[src/hdl/tepq_pkg.sv]
`timescale 1ns / 1ps
// Shared types and codes for the timed event priority queue.
// No dependencies; used by the cell and the top level.
package tepq_pkg;

  localparam int DefaultDepth = 64;

  localparam int TimeW = 32;
  localparam int KindW = 1;
  localparam int UnitW = 3;
  localparam int TagW  = 8;
  localparam int OccW  = 7;

  // operation codes on the request channel
  localparam logic OP_INSERT = 1'b0;
  localparam logic OP_POP    = 1'b1;

  typedef enum logic [1:0] {
    ST_OK    = 2'd0,
    ST_EMPTY = 2'd1,
    ST_FULL  = 2'd2
  } status_t;

  typedef struct packed {
    logic [TimeW-1:0] time_key;
    logic [KindW-1:0] kind;
    logic [UnitW-1:0] unit;
    logic [TagW-1:0]  tag;
  } entry_t;

  // per-cycle command broadcast to every cell
  typedef struct packed {
    logic   ins;
    logic   pop;
    entry_t item;
  } cell_ctl_t;

endpackage

[src/hdl/tepq_cell.sv]
`timescale 1ns / 1ps
// One slot of the sorted shift-register queue.
// Depends on tepq_pkg.
module tepq_cell (
  input  logic              clk,
  input  tepq_pkg::cell_ctl_t ctl,
  input  logic              occupied,
  input  tepq_pkg::entry_t  left_entry,
  input  logic              left_ge,
  input  tepq_pkg::entry_t  right_entry,
  output tepq_pkg::entry_t  entry,
  output logic              ge
);
  import tepq_pkg::*;

  entry_t entry_next;

  // slot is free or holds a time not below the incoming one
  assign ge = !occupied || (entry.time_key >= ctl.item.time_key);

  // insert shifts right from the insertion point, pop shifts left
  always_comb begin
    entry_next = entry;
    if (ctl.ins) begin
      if (ge) begin
        entry_next = left_ge ? left_entry : ctl.item;
      end
    end else if (ctl.pop) begin
      entry_next = right_entry;
    end
  end

  always_ff @(posedge clk) begin
    entry <= entry_next;
  end

endmodule

[config.mk]
export PLATFORM = sky130hd
export DESIGN_NAME = tepq_cell
export DESIGN_NICKNAME = d
export VERILOG_FILES = /design/src/hdl/tepq_pkg.sv /design/src/hdl/tepq_cell.sv
export SDC_FILE = /design/constraint.sdc
export NUM_CORES = 1
export LEC_CHECK = 0
export ABC_AREA = 0
export BUFFER_PORTS_ARGS = -buffer_cell sky130_fd_sc_hd__buf_2
export CAP_MARGIN = 25
export CORE_ASPECT_RATIO = 1.2
export CORE_MARGIN = 3
export CORE_UTILIZATION = 47
export DETAILED_ROUTE_END_ITERATION = 7
export PLACE_DENSITY = 0.89
export SLEW_MARGIN = 20
export SYNTH_ARGS = -nofsm -noshare
export SYNTH_HDL_FRONTEND = slang
export SYNTH_SLANG_ARGS = --single-unit
[constraint.sdc]
create_clock -name clk -period 6.1 [get_ports clk]
set_input_delay 0.61 -clock clk [delete_from_list [all_inputs] [get_ports clk]]
set_output_delay 0.61 -clock clk [all_outputs]
set_load 0.02 [all_outputs]
==> flow_summary.toml <==
[status]
status = "complete, no violations"

[cts]
cts_setup_buffers = 0
htreeDepth = 2
clockRootBuffer = "clkbuf_8"
clk_pin_slew_ns = 0.08
cts_resized = 0
cts_hold_buf = 0
cts_buffers = 5
cts_sinks = 44
clock_path_buffers = 2
insertion_delay_ns = 0.29
cts_tree = "built"

[synthesis]
synthTopCellsByCount = "a21oi_1 (53), nor2_1 (46), edfxtp_1 (44), mux2i_1 (44), inv_1 (33)"
synth_adder_area_share_pct = 13.22
synth.avg_cell_area_um2 = 9.932
synthFlopType = "edfxtp_1"
synth_seq_cells = 44
yosysWarnings = 0
synth_top_area_share_pct = 43.62
synth_cell_types = 27
synth_compound_area_share_pct = 12.68
netlist_instances = 305
muxShareOfSynthArea_pct = 14.54
syn_nets = 474
yosys-top-cells-area = "edfxtp_1 (44%), mux2i_1 (15%), ha_1 (13%), a21oi_1 (8.8%), nor2_1 (5.7%)"
yosysMostFrequentCell = "a21oi_1"
synth_top_area_cell = "edfxtp_1"
synthArstFlopShare_pct = 0
synth_top_family_by_area = "multiplexers"
synthXorXnorAreaFrac_pct = 0
synth_edf_count = 44
syn-cell-area_um2 = 3029
ys_seq_area_share_pct = 43.62
synth_simple_gate_area_share_pct = 9.748

[setup_path]
crit_chain = "buf_2 -> inv_1 -> ha_1 -> nand4_1 -> nor4_1 -> a32oi_1 -> a211oi_1 -> or2_1 -> buf_2"
r2r_slack_ns = 3.30
path_buf_inv = 3
worstPathRequired_ns = 5.49
cpMostUsedCell = "buf_2"
cp_slowest_cell = "nor4_1"
cp-end-kind = "output pin"
critical_path_peak_fanout = 3
start_kind = "input pin"
regToRegEndpoint = "entry[42]$_DFFE_PP_"
crit-reg2reg-launch = "entry[26]$_DFFE_PP_"
worstPathArrival_ns = 2.41
r2r_cells = 7
max_stage_delay_ns = 0.34
path_delay_family = "simple AND/OR/NAND/NOR gates"
path_class = "input pin to output pin"

[die]
io_pins = 182
std_cell_rows = 31
dieWidth_um = 79.29
dieArea_um2 = 7448
core_um2 = 6128
start_util_pct = 49.43
die_h_um = 93.95

[detailed_routing]
first_iter_violations = 80
avgViaCountPerCell = 5.025
drcViolationCount = 0
drt-pass1-iter-count = 4
wl_per_cell_um = 14.35
postRouteAntennaNets = 0
vias = 2829
wirelength_um = 8078

[power]
p_per_area_nw_per_um2 = 200.9
p_leak_nw = 2.124
peakVddDrop_uv = 124.8

[placement]
dp_slack_ns = 2.714
io_buffers = 181
gp_congestion = 0.7774
dp_hpwl_um = 6452

[timing]
final_max_slew_viol_count = 0
clock_skew_ns = 0.007992
slew_headroom_pct = 45.04
finalCritPeriodShare_pct = 49.45
fin_ws_ns = 3.084
setup-violations-final = 0
hold_viol = 0
rsz0062_at_grt = "false"
final.setup.tns_ns = 0
worstMarginPinSlew_ns = 0.8244
fmax_mhz = 331.5
fin_crit_ns = 3.016

[layout]
nets = 650
top_regs = "entry: 44 flops"
drive_gt1_share_pct = 39.92
diodes = 0
top_register = "entry"
nFillCells = 501
synthToLayoutAreaGrowth_pct = 34.94
largest_reg_flops = 44

[global_route]
grtUsageTotal_pct = 21.33
grt_max_degree = 91
antenna_found_initial = 1
grt_pass1_vias = 2834
busiest_layer = "met2"
use_met2_pct = 39.61
grt-ovfl-total = 0
grt_util_met3_pct = 6.526
grt_use_met1_pct = 23.02
grt_pass1_wl_um = 12570

[hold_path]
hold_path.class = "input pin to register"
min_to = "entry[8]$_DFFE_PP_"
holdPathStages = 3
hp-start = "right_entry[8]"

[job]
cap_violations = 0
-- per-layer routing --
| metal | wire length, um | part of all wire [%] |
|---|---|---|
| met5 | 14 | 0.17 |
| met4 | 133 | 1.6 |
| met3 | 675 | 8.4 |
| met1 | 2951 | 37 |
| met2 | 4304 | 53 |
-- tightest hold or removal path, cell delays in order --
cell and delay, ns:
buf_2 0.08, nor2_1 0.03, a21oi_1 0.09
-- worst max-delay path by stage --
stage	startpoint	end	slack, ns	depth (start not counted)
6_report	ctl[26]	ge	3.08	9
5_1_grt	ctl[26]	ge	3.01	9
4_1_cts	ctl[26]	entry[15]$_DFFE_PP_	3.03	8
3_5_place_dp	ctl[26]	entry[7]$_DFFE_PP_	2.71	8
3_3_place_gp	ctl[26]	entry[11]$_DFFE_PP_	2.92	8
2_1_floorplan	ctl[26]	entry[0]$_DFFE_PP_	2.87	7
-- final cells by class --
class / count / area [um2] / area share [%]
clock buffers: 6 / 72.57 / 1.775
clock inverters: 1 / 5.005 / 0.1224
inverters: 33 / 123.9 / 3.030
multi-input cells: 213 / 1521 / 37.22
flip-flops and latches: 44 / 1321 / 32.32
well taps: 82 / 102.6 / 2.510
repair buffers: 184 / 940.9 / 23.02
-- stage by stage --
stage	hold WS (ns)	instance area, um2	power [mW]	cells	utilization (%)
after CTS	0.6246	4068	0.8263	562	66.37
after detailed placement	0.9337	3990	0.6538	555	65.11
after global routing	0.6358	4088	0.8709	563	66.70
after floorplan	0.8356	3029	0.5473	305	-
final	0.6335	4088	0.8211	563	66.70
after global placement	0.9299	3990	0.6430	555	65.11
-- cell usage in the layout (no fill, tap or decap), types with 2 or more instances in the layout --
cell type  Yosys  final
a21oi_1       53     53
a221oi_1       2      2
and4_1         2      2
buf_2          6    181
buf_4          0      2
clkbuf_8       0      5
edfxtp_1      44     44
ha_1          32     32
inv_1         33     33
mux2i_1       44     44
nand2_1        9      9
nand2b_1       3      3
nand3_1        3      3
nand4_1        3      3
nor2_1        46     46
o21ai_0        4      4
-- cell families (layout without fill, tap and decap cells) --
group           count (synthesis)  in the layout
compound gates                 68             68
fa+ha+maj                      32             32
buf+inv                        48            224
flops                          44             44
mux                            44             44
simple gates                   69             69
-- where the power goes --
part / internal [mW] / switching (mW)
Sequential: 0.374 / 0.0145
Clock: 0.0780 / 0.0955
Combinational: 0.110 / 0.148
(Power assumes the default switching activity.)
